File: src/hdl/pmd_pkg.sv
// Shared constants, register codes and inter-module types of the prototype mask decoder.
package pmd_pkg;

  localparam int MAX_CHANNELS = 32;
  localparam int MAX_WIDTH    = 256;
  localparam int MAX_HEIGHT   = 256;
  localparam int SAMPLE_BITS  = 16;

  localparam int CH_W    = $clog2(MAX_CHANNELS);
  localparam int CNT_W   = CH_W + 1;
  localparam int X_W     = $clog2(MAX_WIDTH);
  localparam int Y_W     = $clog2(MAX_HEIGHT);
  localparam int SIZE_W  = X_W + 1;
  localparam int PROD_W  = 2 * SAMPLE_BITS;
  localparam int SUM_W   = 40;
  localparam int Q16_W   = 17;
  localparam int AREA_W  = $clog2(MAX_WIDTH * MAX_HEIGHT) + 1;
  localparam int NEED_W  = Q16_W + AREA_W;
  localparam int COUNT_W = 17;

  localparam logic [Q16_W-1:0]   ONE_Q16   = Q16_W'(65536);
  localparam logic [Q16_W-1:0]   ROUND_Q16 = Q16_W'(65535);
  localparam logic [COUNT_W-1:0] COUNT_MAX = '1;

  localparam int CFG_IDX_W  = 3;
  localparam int CFG_DATA_W = 40;

  typedef enum logic [CFG_IDX_W-1:0] {
    REG_MASK_WIDTH      = 3'd0,
    REG_MASK_HEIGHT     = 3'd1,
    REG_CHANNELS_IN_USE = 3'd2,
    REG_LOGIT_THRESHOLD = 3'd3,
    REG_BOX_LEFT        = 3'd4,
    REG_BOX_TOP         = 3'd5,
    REG_BOX_WIDTH       = 3'd6,
    REG_BOX_HEIGHT      = 3'd7
  } cfg_reg_t;

  typedef enum logic {
    OP_LOAD  = 1'b0,
    OP_PROTO = 1'b1
  } op_t;

  typedef struct packed {
    logic [SIZE_W-1:0] width;
    logic [SIZE_W-1:0] height;
    logic [CNT_W-1:0]  channels;
    logic [SIZE_W-1:0] x0;
    logic [SIZE_W-1:0] x1;
    logic [SIZE_W-1:0] y0;
    logic [SIZE_W-1:0] y1;
    logic [AREA_W-1:0] area;
  } geom_t;

  typedef struct packed {
    logic signed [SUM_W-1:0] sum;
    logic [X_W-1:0]          px;
    logic [Y_W-1:0]          py;
    logic                    last;
    logic [NEED_W-1:0]       need;
  } pixel_t;

endpackage

File: src/hdl/pmd_geometry.sv
// Size limits, clamped box bounds in pixels and plane area, registered from configuration.
module pmd_geometry (
  input  logic                        clk,
  input  logic [pmd_pkg::SIZE_W-1:0]  mask_width,
  input  logic [pmd_pkg::SIZE_W-1:0]  mask_height,
  input  logic [pmd_pkg::CNT_W-1:0]   channels_in_use,
  input  logic [pmd_pkg::Q16_W-1:0]   box_left,
  input  logic [pmd_pkg::Q16_W-1:0]   box_top,
  input  logic [pmd_pkg::Q16_W-1:0]   box_width,
  input  logic [pmd_pkg::Q16_W-1:0]   box_height,
  output pmd_pkg::geom_t              geom
);
  import pmd_pkg::*;

  localparam logic [SIZE_W-1:0] W_MAX = SIZE_W'(MAX_WIDTH);
  localparam logic [SIZE_W-1:0] H_MAX = SIZE_W'(MAX_HEIGHT);
  localparam logic [CNT_W-1:0]  C_MAX = CNT_W'(MAX_CHANNELS);
  localparam int                BP_W  = Q16_W + SIZE_W;

  logic [SIZE_W-1:0]   w_lim;
  logic [SIZE_W-1:0]   h_lim;
  logic [CNT_W-1:0]    c_lim;
  logic [Q16_W-1:0]    bx;
  logic [Q16_W-1:0]    by;
  logic [Q16_W-1:0]    bw;
  logic [Q16_W-1:0]    bh;
  logic [Q16_W:0]      right_sum;
  logic [Q16_W:0]      bottom_sum;
  logic [Q16_W-1:0]    right;
  logic [Q16_W-1:0]    bottom;
  logic [BP_W-1:0]     x0_prod;
  logic [BP_W-1:0]     y0_prod;
  logic [BP_W-1:0]     x1_prod;
  logic [BP_W-1:0]     y1_prod;
  logic [2*SIZE_W-1:0] area_prod;
  geom_t               geom_next;

  always_comb begin
    w_lim = (mask_width == '0) ? SIZE_W'(1) : ((mask_width > W_MAX) ? W_MAX : mask_width);
    h_lim = (mask_height == '0) ? SIZE_W'(1) : ((mask_height > H_MAX) ? H_MAX : mask_height);
    c_lim = (channels_in_use == '0) ? CNT_W'(1) :
            ((channels_in_use > C_MAX) ? C_MAX : channels_in_use);

    bx = (box_left   > ONE_Q16) ? ONE_Q16 : box_left;
    by = (box_top    > ONE_Q16) ? ONE_Q16 : box_top;
    bw = (box_width  > ONE_Q16) ? ONE_Q16 : box_width;
    bh = (box_height > ONE_Q16) ? ONE_Q16 : box_height;

    right_sum  = {1'b0, bx} + {1'b0, bw};
    bottom_sum = {1'b0, by} + {1'b0, bh};
    right  = (right_sum  > {1'b0, ONE_Q16}) ? ONE_Q16 : right_sum[Q16_W-1:0];
    bottom = (bottom_sum > {1'b0, ONE_Q16}) ? ONE_Q16 : bottom_sum[Q16_W-1:0];

    x0_prod   = bx * w_lim;
    y0_prod   = by * h_lim;
    x1_prod   = right * w_lim + BP_W'(ROUND_Q16);
    y1_prod   = bottom * h_lim + BP_W'(ROUND_Q16);
    area_prod = w_lim * h_lim;

    geom_next.width    = w_lim;
    geom_next.height   = h_lim;
    geom_next.channels = c_lim;
    geom_next.x0       = x0_prod[16 +: SIZE_W];
    geom_next.y0       = y0_prod[16 +: SIZE_W];
    geom_next.x1       = x1_prod[16 +: SIZE_W];
    geom_next.y1       = y1_prod[16 +: SIZE_W];
    geom_next.area     = area_prod[AREA_W-1:0];
  end

  always_ff @(posedge clk) begin
    geom <= geom_next;
  end

endmodule

File: src/hdl/pmd_mac.sv
// Input register, coefficient store, channel and position counters, multiply and accumulate.
module pmd_mac (
  input  logic                               clk,
  input  logic                               rst,
  input  logic                               in_valid,
  output logic                               in_stall,
  input  logic                               operation,
  input  logic [pmd_pkg::CH_W-1:0]           coeff_slot,
  input  logic signed [pmd_pkg::SAMPLE_BITS-1:0] sample,
  input  logic [pmd_pkg::Q16_W-1:0]          area_floor,
  input  pmd_pkg::geom_t                     geom,
  output logic                               pix_valid,
  output pmd_pkg::pixel_t                    pix,
  input  logic                               pix_ready
);
  import pmd_pkg::*;

  logic                          a_valid;
  op_t                           a_op;
  logic [CH_W-1:0]               a_slot;
  logic signed [SAMPLE_BITS-1:0] a_sample;
  logic [Q16_W-1:0]              a_ratio;

  logic                          b_valid;
  logic                          b_first;
  logic                          b_done;
  logic signed [PROD_W-1:0]      b_prod;
  logic [X_W-1:0]                b_px;
  logic [Y_W-1:0]                b_py;
  logic                          b_last;
  logic [NEED_W-1:0]             b_need;

  logic signed [SAMPLE_BITS-1:0] store [MAX_CHANNELS];
  logic [CH_W-1:0]               ch_count;
  logic [X_W-1:0]                col_count;
  logic [Y_W-1:0]                row_count;
  logic signed [SUM_W-1:0]       dot_sum;
  logic [Q16_W-1:0]              pixel_ratio;

  logic                          in_fire;
  logic                          a_fire;
  logic                          a_ready;
  logic                          b_fire;
  logic                          b_ready;
  logic                          c_ready;
  logic                          a_first;
  logic                          a_done;
  logic                          last_x;
  logic                          last_y;
  logic signed [SAMPLE_BITS-1:0] coef;
  logic signed [PROD_W-1:0]      a_prod;
  logic [Q16_W-1:0]              a_ratio_sel;
  logic [NEED_W-1:0]             a_need_new;
  logic signed [SUM_W-1:0]       sum_base;
  logic signed [SUM_W-1:0]       sum_next;

  assign c_ready  = !pix_valid || pix_ready;
  assign b_fire   = b_valid && (!b_done || c_ready);
  assign b_ready  = !b_valid || b_fire;
  assign a_fire   = a_valid && (a_op == OP_LOAD || b_ready);
  assign a_ready  = !a_valid || a_fire;
  assign in_stall = !a_ready;
  assign in_fire  = in_valid && a_ready;

  assign a_first     = (ch_count == '0);
  assign a_done      = ({1'b0, ch_count} + CNT_W'(1)) >= geom.channels;
  assign last_x      = ({1'b0, col_count} + SIZE_W'(1)) >= geom.width;
  assign last_y      = ({1'b0, row_count} + SIZE_W'(1)) >= geom.height;
  assign coef        = store[ch_count];
  assign a_prod      = coef * a_sample;
  assign a_ratio_sel = a_first ? a_ratio : pixel_ratio;
  assign a_need_new  = a_ratio_sel * geom.area;

  assign sum_base = b_first ? '0 : dot_sum;
  assign sum_next = sum_base + {{(SUM_W-PROD_W){b_prod[PROD_W-1]}}, b_prod};

  always_ff @(posedge clk) begin
    if (rst) begin
      a_valid <= 1'b0;
    end else if (in_fire) begin
      a_valid <= 1'b1;
    end else if (a_fire) begin
      a_valid <= 1'b0;
    end
  end

  always_ff @(posedge clk) begin
    if (in_fire) begin
      a_op     <= op_t'(operation);
      a_slot   <= coeff_slot;
      a_sample <= sample;
      a_ratio  <= area_floor;
    end
  end

  always_ff @(posedge clk) begin
    if (a_fire && a_op == OP_LOAD) begin
      store[a_slot] <= a_sample;
    end
  end

  always_ff @(posedge clk) begin
    if (rst) begin
      ch_count  <= '0;
      col_count <= '0;
      row_count <= '0;
    end else if (a_fire && a_op == OP_PROTO) begin
      if (a_done) begin
        ch_count <= '0;
        if (last_x && last_y) begin
          col_count <= '0;
          row_count <= '0;
        end else if (last_x) begin
          col_count <= '0;
          row_count <= row_count + Y_W'(1);
        end else begin
          col_count <= col_count + X_W'(1);
        end
      end else begin
        ch_count <= ch_count + CH_W'(1);
      end
    end
  end

  always_ff @(posedge clk) begin
    if (a_fire && a_op == OP_PROTO) begin
      b_first <= a_first;
      b_done  <= a_done;
      b_prod  <= a_prod;
      b_px    <= col_count;
      b_py    <= row_count;
      b_last  <= last_x && last_y;
      b_need  <= a_need_new;
      if (a_first) begin
        pixel_ratio <= a_ratio;
      end
    end
  end

  always_ff @(posedge clk) begin
    if (rst) begin
      b_valid <= 1'b0;
    end else if (a_fire && a_op == OP_PROTO) begin
      b_valid <= 1'b1;
    end else if (b_fire) begin
      b_valid <= 1'b0;
    end
  end

  always_ff @(posedge clk) begin
    if (rst) begin
      dot_sum <= '0;
    end else if (b_fire) begin
      dot_sum <= sum_next;
    end
  end

  always_ff @(posedge clk) begin
    if (b_fire && b_done) begin
      pix.sum  <= sum_next;
      pix.px   <= b_px;
      pix.py   <= b_py;
      pix.last <= b_last;
      pix.need <= b_need;
    end
  end

  always_ff @(posedge clk) begin
    if (rst) begin
      pix_valid <= 1'b0;
    end else if (b_fire && b_done) begin
      pix_valid <= 1'b1;
    end else if (pix_ready) begin
      pix_valid <= 1'b0;
    end
  end

  a_load_lands: assert property (@(posedge clk) disable iff (rst)
    a_fire && a_op == OP_LOAD |=> store[$past(a_slot)] == $past(a_sample))
    else $error("coefficient load did not reach the store");

  a_channel_wrap: assert property (@(posedge clk) disable iff (rst)
    a_fire && a_op == OP_PROTO && a_done |=> ch_count == '0)
    else $error("channel counter did not wrap at pixel end");

endmodule

File: src/hdl/pmd_result.sv
// Threshold, box crop, active count, area check and the result register.
module pmd_result (
  input  logic                               clk,
  input  logic                               rst,
  input  logic                               pix_valid,
  input  pmd_pkg::pixel_t                    pix,
  output logic                               pix_ready,
  input  pmd_pkg::geom_t                     geom,
  input  logic signed [pmd_pkg::SUM_W-1:0]   logit_threshold,
  output logic                               out_valid,
  input  logic                               out_stall,
  output logic [pmd_pkg::X_W-1:0]            pixel_x,
  output logic [pmd_pkg::Y_W-1:0]            pixel_y,
  output logic                               mask_on,
  output logic [pmd_pkg::COUNT_W-1:0]        active_count,
  output logic                               area_ok,
  output logic                               last
);
  import pmd_pkg::*;

  logic [COUNT_W-1:0] active_total;
  logic               c_fire;
  logic               above;
  logic               in_box;
  logic               on;
  logic [COUNT_W-1:0] active_inc;
  logic [COUNT_W-1:0] count_next;
  logic               ok_on;
  logic               ok_off;
  logic               ok;

  assign pix_ready = !out_valid || !out_stall;
  assign c_fire    = pix_valid && pix_ready;

  assign above  = $signed(pix.sum) >= logit_threshold;
  assign in_box = ({1'b0, pix.px} >= geom.x0) && ({1'b0, pix.px} < geom.x1) &&
                  ({1'b0, pix.py} >= geom.y0) && ({1'b0, pix.py} < geom.y1);
  assign on     = above && in_box;

  assign active_inc = (active_total == COUNT_MAX) ? active_total : active_total + COUNT_W'(1);
  assign count_next = on ? active_inc : active_total;
  assign ok_on      = NEED_W'({active_inc, 16'h0000}) >= pix.need;
  assign ok_off     = NEED_W'({active_total, 16'h0000}) >= pix.need;
  assign ok         = pix.last && (on ? ok_on : ok_off);

  always_ff @(posedge clk) begin
    if (rst) begin
      active_total <= '0;
    end else if (c_fire) begin
      active_total <= pix.last ? '0 : count_next;
    end
  end

  always_ff @(posedge clk) begin
    if (c_fire) begin
      pixel_x      <= pix.px;
      pixel_y      <= pix.py;
      mask_on      <= on;
      active_count <= count_next;
      area_ok      <= ok;
      last         <= pix.last;
    end
  end

  always_ff @(posedge clk) begin
    if (rst) begin
      out_valid <= 1'b0;
    end else if (c_fire) begin
      out_valid <= 1'b1;
    end else if (!out_stall) begin
      out_valid <= 1'b0;
    end
  end

  a_plane_restart: assert property (@(posedge clk) disable iff (rst)
    c_fire && pix.last |=> active_total == '0)
    else $error("active count not cleared after the last pixel");

  a_area_on_last: assert property (@(posedge clk) disable iff (rst)
    out_valid && area_ok |-> last)
    else $error("area flag raised on a pixel other than the last");

endmodule

File: src/hdl/prototype_mask_decoder.sv
// Top level of the prototype mask decoder: configuration registers and stage wiring.
//
//  channel  | handshake             | beat contents
//  ---------+-----------------------+----------------------------------------------
//  input    | in_valid / in_stall   | operation, coeff_slot, sample, area_floor
//  result   | out_valid / out_stall | pixel_x, pixel_y, mask_on, active_count,
//           |                       | area_ok, last
//  config   | cfg_valid / cfg_ready | cfg_index, cfg_data
//
// One input beat per cycle while in_stall is low; the 16x16 coefficient multiply
// and the 40-bit accumulate each take a stage, ahead of the pixel and result registers.
// rst is synchronous: pipeline, counters and the accumulator clear, registers take their
// defaults; the coefficient store is not cleared and must be loaded before use.
// out_stall holds the result register; the stages behind it keep taking beats until
// they fill, up to three pixels deep, and only then raise in_stall.
module prototype_mask_decoder (
  input  logic                                   clk,
  input  logic                                   rst,
  input  logic                                   in_valid,
  output logic                                   in_stall,
  input  logic                                   operation,
  input  logic [pmd_pkg::CH_W-1:0]               coeff_slot,
  input  logic signed [pmd_pkg::SAMPLE_BITS-1:0] sample,
  input  logic [pmd_pkg::Q16_W-1:0]              area_floor,
  output logic                                   out_valid,
  input  logic                                   out_stall,
  output logic [pmd_pkg::X_W-1:0]                pixel_x,
  output logic [pmd_pkg::Y_W-1:0]                pixel_y,
  output logic                                   mask_on,
  output logic [pmd_pkg::COUNT_W-1:0]            active_count,
  output logic                                   area_ok,
  output logic                                   last,
  input  logic                                   cfg_valid,
  output logic                                   cfg_ready,
  input  logic [pmd_pkg::CFG_IDX_W-1:0]          cfg_index,
  input  logic [pmd_pkg::CFG_DATA_W-1:0]         cfg_data
);
  import pmd_pkg::*;

  logic [SIZE_W-1:0]       mask_width;
  logic [SIZE_W-1:0]       mask_height;
  logic [CNT_W-1:0]        channels_in_use;
  logic signed [SUM_W-1:0] logit_threshold;
  logic [Q16_W-1:0]        box_left;
  logic [Q16_W-1:0]        box_top;
  logic [Q16_W-1:0]        box_width;
  logic [Q16_W-1:0]        box_height;

  geom_t                   geom;
  logic                    pix_valid;
  pixel_t                  pix;
  logic                    pix_ready;

  assign cfg_ready = 1'b1;

  always_ff @(posedge clk) begin
    if (rst) begin
      mask_width      <= SIZE_W'(160);
      mask_height     <= SIZE_W'(160);
      channels_in_use <= CNT_W'(MAX_CHANNELS);
      logit_threshold <= '0;
      box_left        <= '0;
      box_top         <= '0;
      box_width       <= ONE_Q16;
      box_height      <= ONE_Q16;
    end else if (cfg_valid && cfg_ready) begin
      case (cfg_reg_t'(cfg_index))
        REG_MASK_WIDTH:      mask_width      <= cfg_data[SIZE_W-1:0];
        REG_MASK_HEIGHT:     mask_height     <= cfg_data[SIZE_W-1:0];
        REG_CHANNELS_IN_USE: channels_in_use <= cfg_data[CNT_W-1:0];
        REG_LOGIT_THRESHOLD: logit_threshold <= $signed(cfg_data[SUM_W-1:0]);
        REG_BOX_LEFT:        box_left        <= cfg_data[Q16_W-1:0];
        REG_BOX_TOP:         box_top         <= cfg_data[Q16_W-1:0];
        REG_BOX_WIDTH:       box_width       <= cfg_data[Q16_W-1:0];
        REG_BOX_HEIGHT:      box_height      <= cfg_data[Q16_W-1:0];
        default: begin
        end
      endcase
    end
  end

  pmd_geometry u_geometry (
    .clk             (clk),
    .mask_width      (mask_width),
    .mask_height     (mask_height),
    .channels_in_use (channels_in_use),
    .box_left        (box_left),
    .box_top         (box_top),
    .box_width       (box_width),
    .box_height      (box_height),
    .geom            (geom)
  );

  pmd_mac u_mac (
    .clk            (clk),
    .rst            (rst),
    .in_valid       (in_valid),
    .in_stall       (in_stall),
    .operation      (operation),
    .coeff_slot     (coeff_slot),
    .sample         (sample),
    .area_floor     (area_floor),
    .geom           (geom),
    .pix_valid      (pix_valid),
    .pix            (pix),
    .pix_ready      (pix_ready)
  );

  pmd_result u_result (
    .clk             (clk),
    .rst             (rst),
    .pix_valid       (pix_valid),
    .pix             (pix),
    .pix_ready       (pix_ready),
    .geom            (geom),
    .logit_threshold (logit_threshold),
    .out_valid       (out_valid),
    .out_stall       (out_stall),
    .pixel_x         (pixel_x),
    .pixel_y         (pixel_y),
    .mask_on         (mask_on),
    .active_count    (active_count),
    .area_ok         (area_ok),
    .last            (last)
  );

endmodule

File: config.mk
export PLATFORM = sky130hd
export DESIGN_NAME = prototype_mask_decoder
export DESIGN_NICKNAME = d
export VERILOG_FILES = /design/src/hdl/pmd_pkg.sv /design/src/hdl/pmd_geometry.sv /design/src/hdl/pmd_mac.sv /design/src/hdl/pmd_result.sv /design/src/hdl/prototype_mask_decoder.sv
export SDC_FILE = /design/constraint.sdc
export NUM_CORES = 2
export LEC_CHECK = 0
export ABC_AREA = 1
export BUFFER_PORTS_ARGS = -buffer_cell sky130_fd_sc_hd__buf_2
export CAP_MARGIN = 20
export CORE_ASPECT_RATIO = 0.9
export CORE_MARGIN = 10
export CORE_UTILIZATION = 60
export DETAILED_ROUTE_END_ITERATION = 8
export PLACE_DENSITY = 0.83
export SKIP_CTS_REPAIR_TIMING = 1
export SYNTH_ARGS = -nofsm -noshare
export SYNTH_HDL_FRONTEND = slang
export SYNTH_HIERARCHICAL = 1
export SYNTH_SLANG_ARGS = --single-unit
File: constraint.sdc
create_clock -name clk -period 10.1 [get_ports clk]
set_input_delay 3.03 -clock clk [delete_from_list [all_inputs] [get_ports clk]]
set_output_delay 3.03 -clock clk [all_outputs]
set_load 0.05 [all_outputs]
==> qor.csv <==
stage,metric,value,unit
timing,worst_pin_slew,1.12,ns
drt,finalWirelength,252,mm
drt,first_iter_violations,7639,
global_route,grt_overflow_total,0,
drt,met3RoutedLength,25.7,mm
final_layout,fin_util,0.646,
synth,synth_top_cell_by_area,sky130_fd_sc_hd__edfxtp_1,
critical_path,crit_end_category,flop,
run_status,run_status,finished clean,
clock_tree,numCtsBuffers,108,
drt,topRoutingLayerUsed,met5,
critical_path,crit_path_arrival_time,9.39,ns
synth,ys_top_cells_by_area,"sky130_fd_sc_hd__edfxtp_1 26%, sky130_fd_sc_hd__fa_1 21%, sky130_fd_sc_hd__ha_1 8.7%",
drt,route.antenna.remaining_nets,0,
die,initial_core_util,0.603,
synth,seq_area_frac_synth,0.324,
run,number_of_violations_of_the_max_capacitance_limit,0,
synth,ys_warn_count,6,
clock_tree,master_cell_of_the_clock_root_buffer,sky130_fd_sc_hd__clkbuf_16,
synth,synth.top_cell.area_share,0.259,
power,p_int,17.6,mW
clock_tree,worstSkewPairLatency,0.78,ns
final_layout,finalInstanceArea,97000,um^2
power,leakage,45.7,nW
synth,synthesis.instances,10394,
critical_path,crit_required,10.75,ns
synth,synth_area,90500,um^2
drt,drt-vias-per-instance,5.76,
global_route,grt_pass1_wl,399,mm
timing,setup_tns,0,ns
drt,met1Wirelength,96.2,mm
global_route,first_global_vias,73918,
clock_tree,cts_num_sinks,1076,
synth,postSynthRegisterBits,1076,
die,standard_cell_core_area,150000,um^2
power,combinational_cell_fraction_of_total_power,0.704,
global_route,grt_start_max_net_pins,221,
timing,fmax,114,MHz
clock_tree,ctsHtreeMaxLevel,3,
die,top_level_ports,126,
placed_design,place_hpwl,187,mm
power,ir_drop,2.06,mV
timing,setup_repair_after_global_routing_missed_its_margin,no,
die,rows,135,
placed_design,io_buffers,124,
clock_tree,tritoncts,built,
power,power_switching_share,0.505,
critical_path,start_kind,flop,
placed_design,place_area,93100,um^2
critical_path,worst_path_maximum_fanout,13,
timing,finalSetupViolations,0,
critical_path,worstSetupPathType,flop to flop,
die,die_w,429,um
drt,routed-wl-met2,115,mm
synth,synth_async_sr_flop_share,0,
final_layout,nNetsFinal,12112,
power,p_clk_frac,0.121,
die,design.die.area,167000,um^2
synth,synth_fp_nets,12075,
synth,synth_cell_types,71,
timing,layout_min_cycle_time,8.73,ns
clock_tree,clk_pin_slew,0.07,ns
power,power.net_switching,18.0,mW
placed_design,finalWeightedCongestion,0.991,
critical_path,path_common_cell,sky130_fd_sc_hd__nand2_1,
power,power.density,367,nW/um^2
global_route,grt_antenna_before_repair,13,
timing,maxSlewViolCount,0,
synth,synth-edff-count,780,
critical_path,cpLargestDelayFamily,adder cells,
power,total_power,35.6,mW
global_route,grt_util_all_layers,0.299,
timing,hold_violations,0,
critical_path,number_of_buffer_and_inverter_stages_on_the_critical_path,6,
final_layout,area_overhead_of_the_layout_relative_to_synthesis,7.11,%
worst_hold_path,min_path_type,flop to flop,
synth,ys_dominant_reg_cell,sky130_fd_sc_hd__edfxtp_1,
clock_tree,clk_path_buf_depth,3,
final_layout,drive_gt1_frac,0.0599,
timing,fin_skew,0.0858,ns
timing,final_worst_path_cycle_share,0.865,
drt,drcViolationCount,0,
drt,dr_total_vias,72113,
critical_path,critical_path_max_stage_delay,0.55,ns
die,die_height,388,um
critical_path,critical_path.slowest_cell,sky130_fd_sc_hd__fa_1,
power,pwr-share-seq,0.175,
timing,timing.max_slew.rel_slack,0.256,
drt,drt_first_pass_iters,6,
drt,wire_per_inst,20.2,um
synth,syn_avg_cell_area,8.71,um^2
==> stage by stage <==
step | std cells | hold slack [ns] | worst slack, ns
2_1_floorplan | 10394 | 0.400 | 2.74
3_3_place_gp | 12304 | 0.389 | 1.52
3_5_place_dp | 12305 | 0.392 | 1.42
4_1_cts | 12508 | 0.411 | 1.48
5_1_grt | 12519 | 0.400 | 0.601
6_report | 12522 | 0.403 | 1.37
==> worst register-to-register path: cells and delay by family (launching register included) <==
family,cells,cell delay (ns)
adders and majority gates,8,3.49
and+or+nand+nor,22,3.17
AOI/OAI and AO/OA,5,1.07
buffers and inverters,6,0.62
DFF,1,0.32
==> cell usage after synthesis, types with 6 or more instances <==
cell	number
sky130_fd_sc_hd__nor4_1	31
sky130_fd_sc_hd__inv_1	1944
sky130_fd_sc_hd__nand3_1	424
sky130_fd_sc_hd__a21oi_1	333
sky130_fd_sc_hd__or2_2	18
sky130_fd_sc_hd__o21a_1	18
sky130_fd_sc_hd__edfxtp_1	780
sky130_fd_sc_hd__clkinv_1	21
sky130_fd_sc_hd__o22ai_1	13
sky130_fd_sc_hd__nand2_1	1958
sky130_fd_sc_hd__nor2_1	1489
sky130_fd_sc_hd__nand2_4	6
sky130_fd_sc_hd__nand3_2	20
sky130_fd_sc_hd__buf_4	6
sky130_fd_sc_hd__nor2_4	13
sky130_fd_sc_hd__o21ai_1	31
sky130_fd_sc_hd__o21ai_0	389
sky130_fd_sc_hd__inv_2	31
sky130_fd_sc_hd__nand3b_1	15
sky130_fd_sc_hd__nor3_1	53
sky130_fd_sc_hd__nand2_2	28
sky130_fd_sc_hd__buf_1	33
sky130_fd_sc_hd__a21o_1	25
sky130_fd_sc_hd__nor2_2	52
sky130_fd_sc_hd__xor2_1	126
sky130_fd_sc_hd__clkbuf_1	154
sky130_fd_sc_hd__buf_6	20
sky130_fd_sc_hd__dfxtp_1	296
sky130_fd_sc_hd__xnor2_1	45
sky130_fd_sc_hd__ha_1	632
sky130_fd_sc_hd__buf_2	87
sky130_fd_sc_hd__o21bai_1	20
sky130_fd_sc_hd__and2_1	20
sky130_fd_sc_hd__a211oi_1	9
sky130_fd_sc_hd__a221oi_1	8
sky130_fd_sc_hd__o21ai_2	11
sky130_fd_sc_hd__o211ai_1	17
sky130_fd_sc_hd__fa_1	962
sky130_fd_sc_hd__o221ai_1	111
sky130_fd_sc_hd__a21oi_2	10
sky130_fd_sc_hd__a31oi_1	8
sky130_fd_sc_hd__nand4_1	75
==> layer usage <==
metal / global-route usage / vias to the layer above
met3: 0.0639 / 817
met4: 0.161 / 2
met2: 0.480 / 3789
met1: 0.381 / 34777
li1: - / 32728
met5: 0 / -
==> final cells by class <==
type / count / area (um^2)
Sequential cell: 1076 / 29400
Inverter: 1998 / 7520
Fill cell: 11922 / 53200
Clock buffer: 131 / 2880
Antenna cell: 12 / 30.0
Clock inverter: 72 / 938
Multi-Input combinational cell: 7014 / 52200
Tap cell: 1986 / 2480
Timing Repair Buffer: 233 / 1530
==> flip-flops by register name (all words and copies together), names as in the netlist, 16 cells and up, named ones only <==
signal / cells
box_left: 17
box_top: 17
u_mac/dot_sum: 40
u_mac/b_need: 34
u_mac/b_prod: 32
u_mac/pix: 91
u_mac/store: 512
box_height: 17
logit_threshold: 40
box_width: 17
u_geometry/geom: 77
u_mac/a_ratio: 17
u_result/active_count: 17
u_mac/a_sample: 16
u_result/active_total: 17
u_mac/pixel_ratio: 17
==> logic make-up (layout without fill, tap and decap cells) <==
group,after synthesis,in the layout,share of synthesized area
AOI/OAI and AO/OA,1024,1024,0.0661
xor gates and xnor gates,172,172,0.0167
adders and majority gates,1594,1594,0.300
buffers and inverters,2304,2434,0.0994
DFF,1076,1076,0.324
other,1,13,0.0000414
and+or+nand+nor,4223,4223,0.193
==> cells in the final DEF, fill, tap and decap left out, types with 12 or more instances in the layout <==
cell type,Yosys,final
sky130_fd_sc_hd__a21o_1,25,25
sky130_fd_sc_hd__a21oi_1,333,333
sky130_fd_sc_hd__and2_1,20,20
sky130_fd_sc_hd__buf_2,87,124
sky130_fd_sc_hd__buf_4,6,103
sky130_fd_sc_hd__bufinv_16,0,15
sky130_fd_sc_hd__clkbuf_1,154,16
sky130_fd_sc_hd__clkbuf_16,0,110
sky130_fd_sc_hd__clkinv_1,21,35
sky130_fd_sc_hd__clkinv_2,1,17
sky130_fd_sc_hd__dfxtp_1,296,293
sky130_fd_sc_hd__diode_2,0,12
sky130_fd_sc_hd__edfxtp_1,780,780
sky130_fd_sc_hd__fa_1,962,962
sky130_fd_sc_hd__ha_1,632,632
sky130_fd_sc_hd__inv_1,1944,1941
sky130_fd_sc_hd__inv_2,31,31
sky130_fd_sc_hd__nand2_1,1958,1957
sky130_fd_sc_hd__nand2_2,28,29
sky130_fd_sc_hd__nand3_1,424,424
sky130_fd_sc_hd__nand3_2,20,20
sky130_fd_sc_hd__nand3b_1,15,15
sky130_fd_sc_hd__nand4_1,75,75
sky130_fd_sc_hd__nor2_1,1489,1479
sky130_fd_sc_hd__nor2_2,52,59
sky130_fd_sc_hd__nor2_4,13,16
sky130_fd_sc_hd__nor3_1,53,53
sky130_fd_sc_hd__nor4_1,31,31
sky130_fd_sc_hd__o211ai_1,17,17
sky130_fd_sc_hd__o21a_1,18,18
sky130_fd_sc_hd__o21ai_0,389,389
sky130_fd_sc_hd__o21ai_1,31,31
sky130_fd_sc_hd__o21bai_1,20,20
sky130_fd_sc_hd__o221ai_1,111,111
sky130_fd_sc_hd__o22ai_1,13,13
sky130_fd_sc_hd__or2_2,18,18
sky130_fd_sc_hd__xnor2_1,45,45
sky130_fd_sc_hd__xor2_1,126,126
==> power groups by stage <==
stage / clock [mW] / sequential, mW / combinational (mW)
after detailed placement: 0 / 6.33 / 24.6
after global routing: 4.52 / 6.25 / 28.3
after global placement: 0 / 6.32 / 24.1
final: 4.29 / 6.24 / 25.0
after floorplan: 0 / 6.28 / 18.3
after CTS: 4.34 / 6.24 / 24.8
==> path summary, 6_finish.rpt <==
kind                            slack, ns  cells after the start              from                  end
worst max-delay path                 1.37                     41       box_top[12]  u_geometry/geom[22]
worst min-delay path                 0.40                      0  u_mac/b_need[19]        u_mac/pix[19]
worst max register to register       1.37                     41       box_top[12]  u_geometry/geom[22]
worst min register to register       0.40                      0  u_mac/b_need[19]        u_mac/pix[19]
Note: power is estimated with default switching activity, not from simulation.
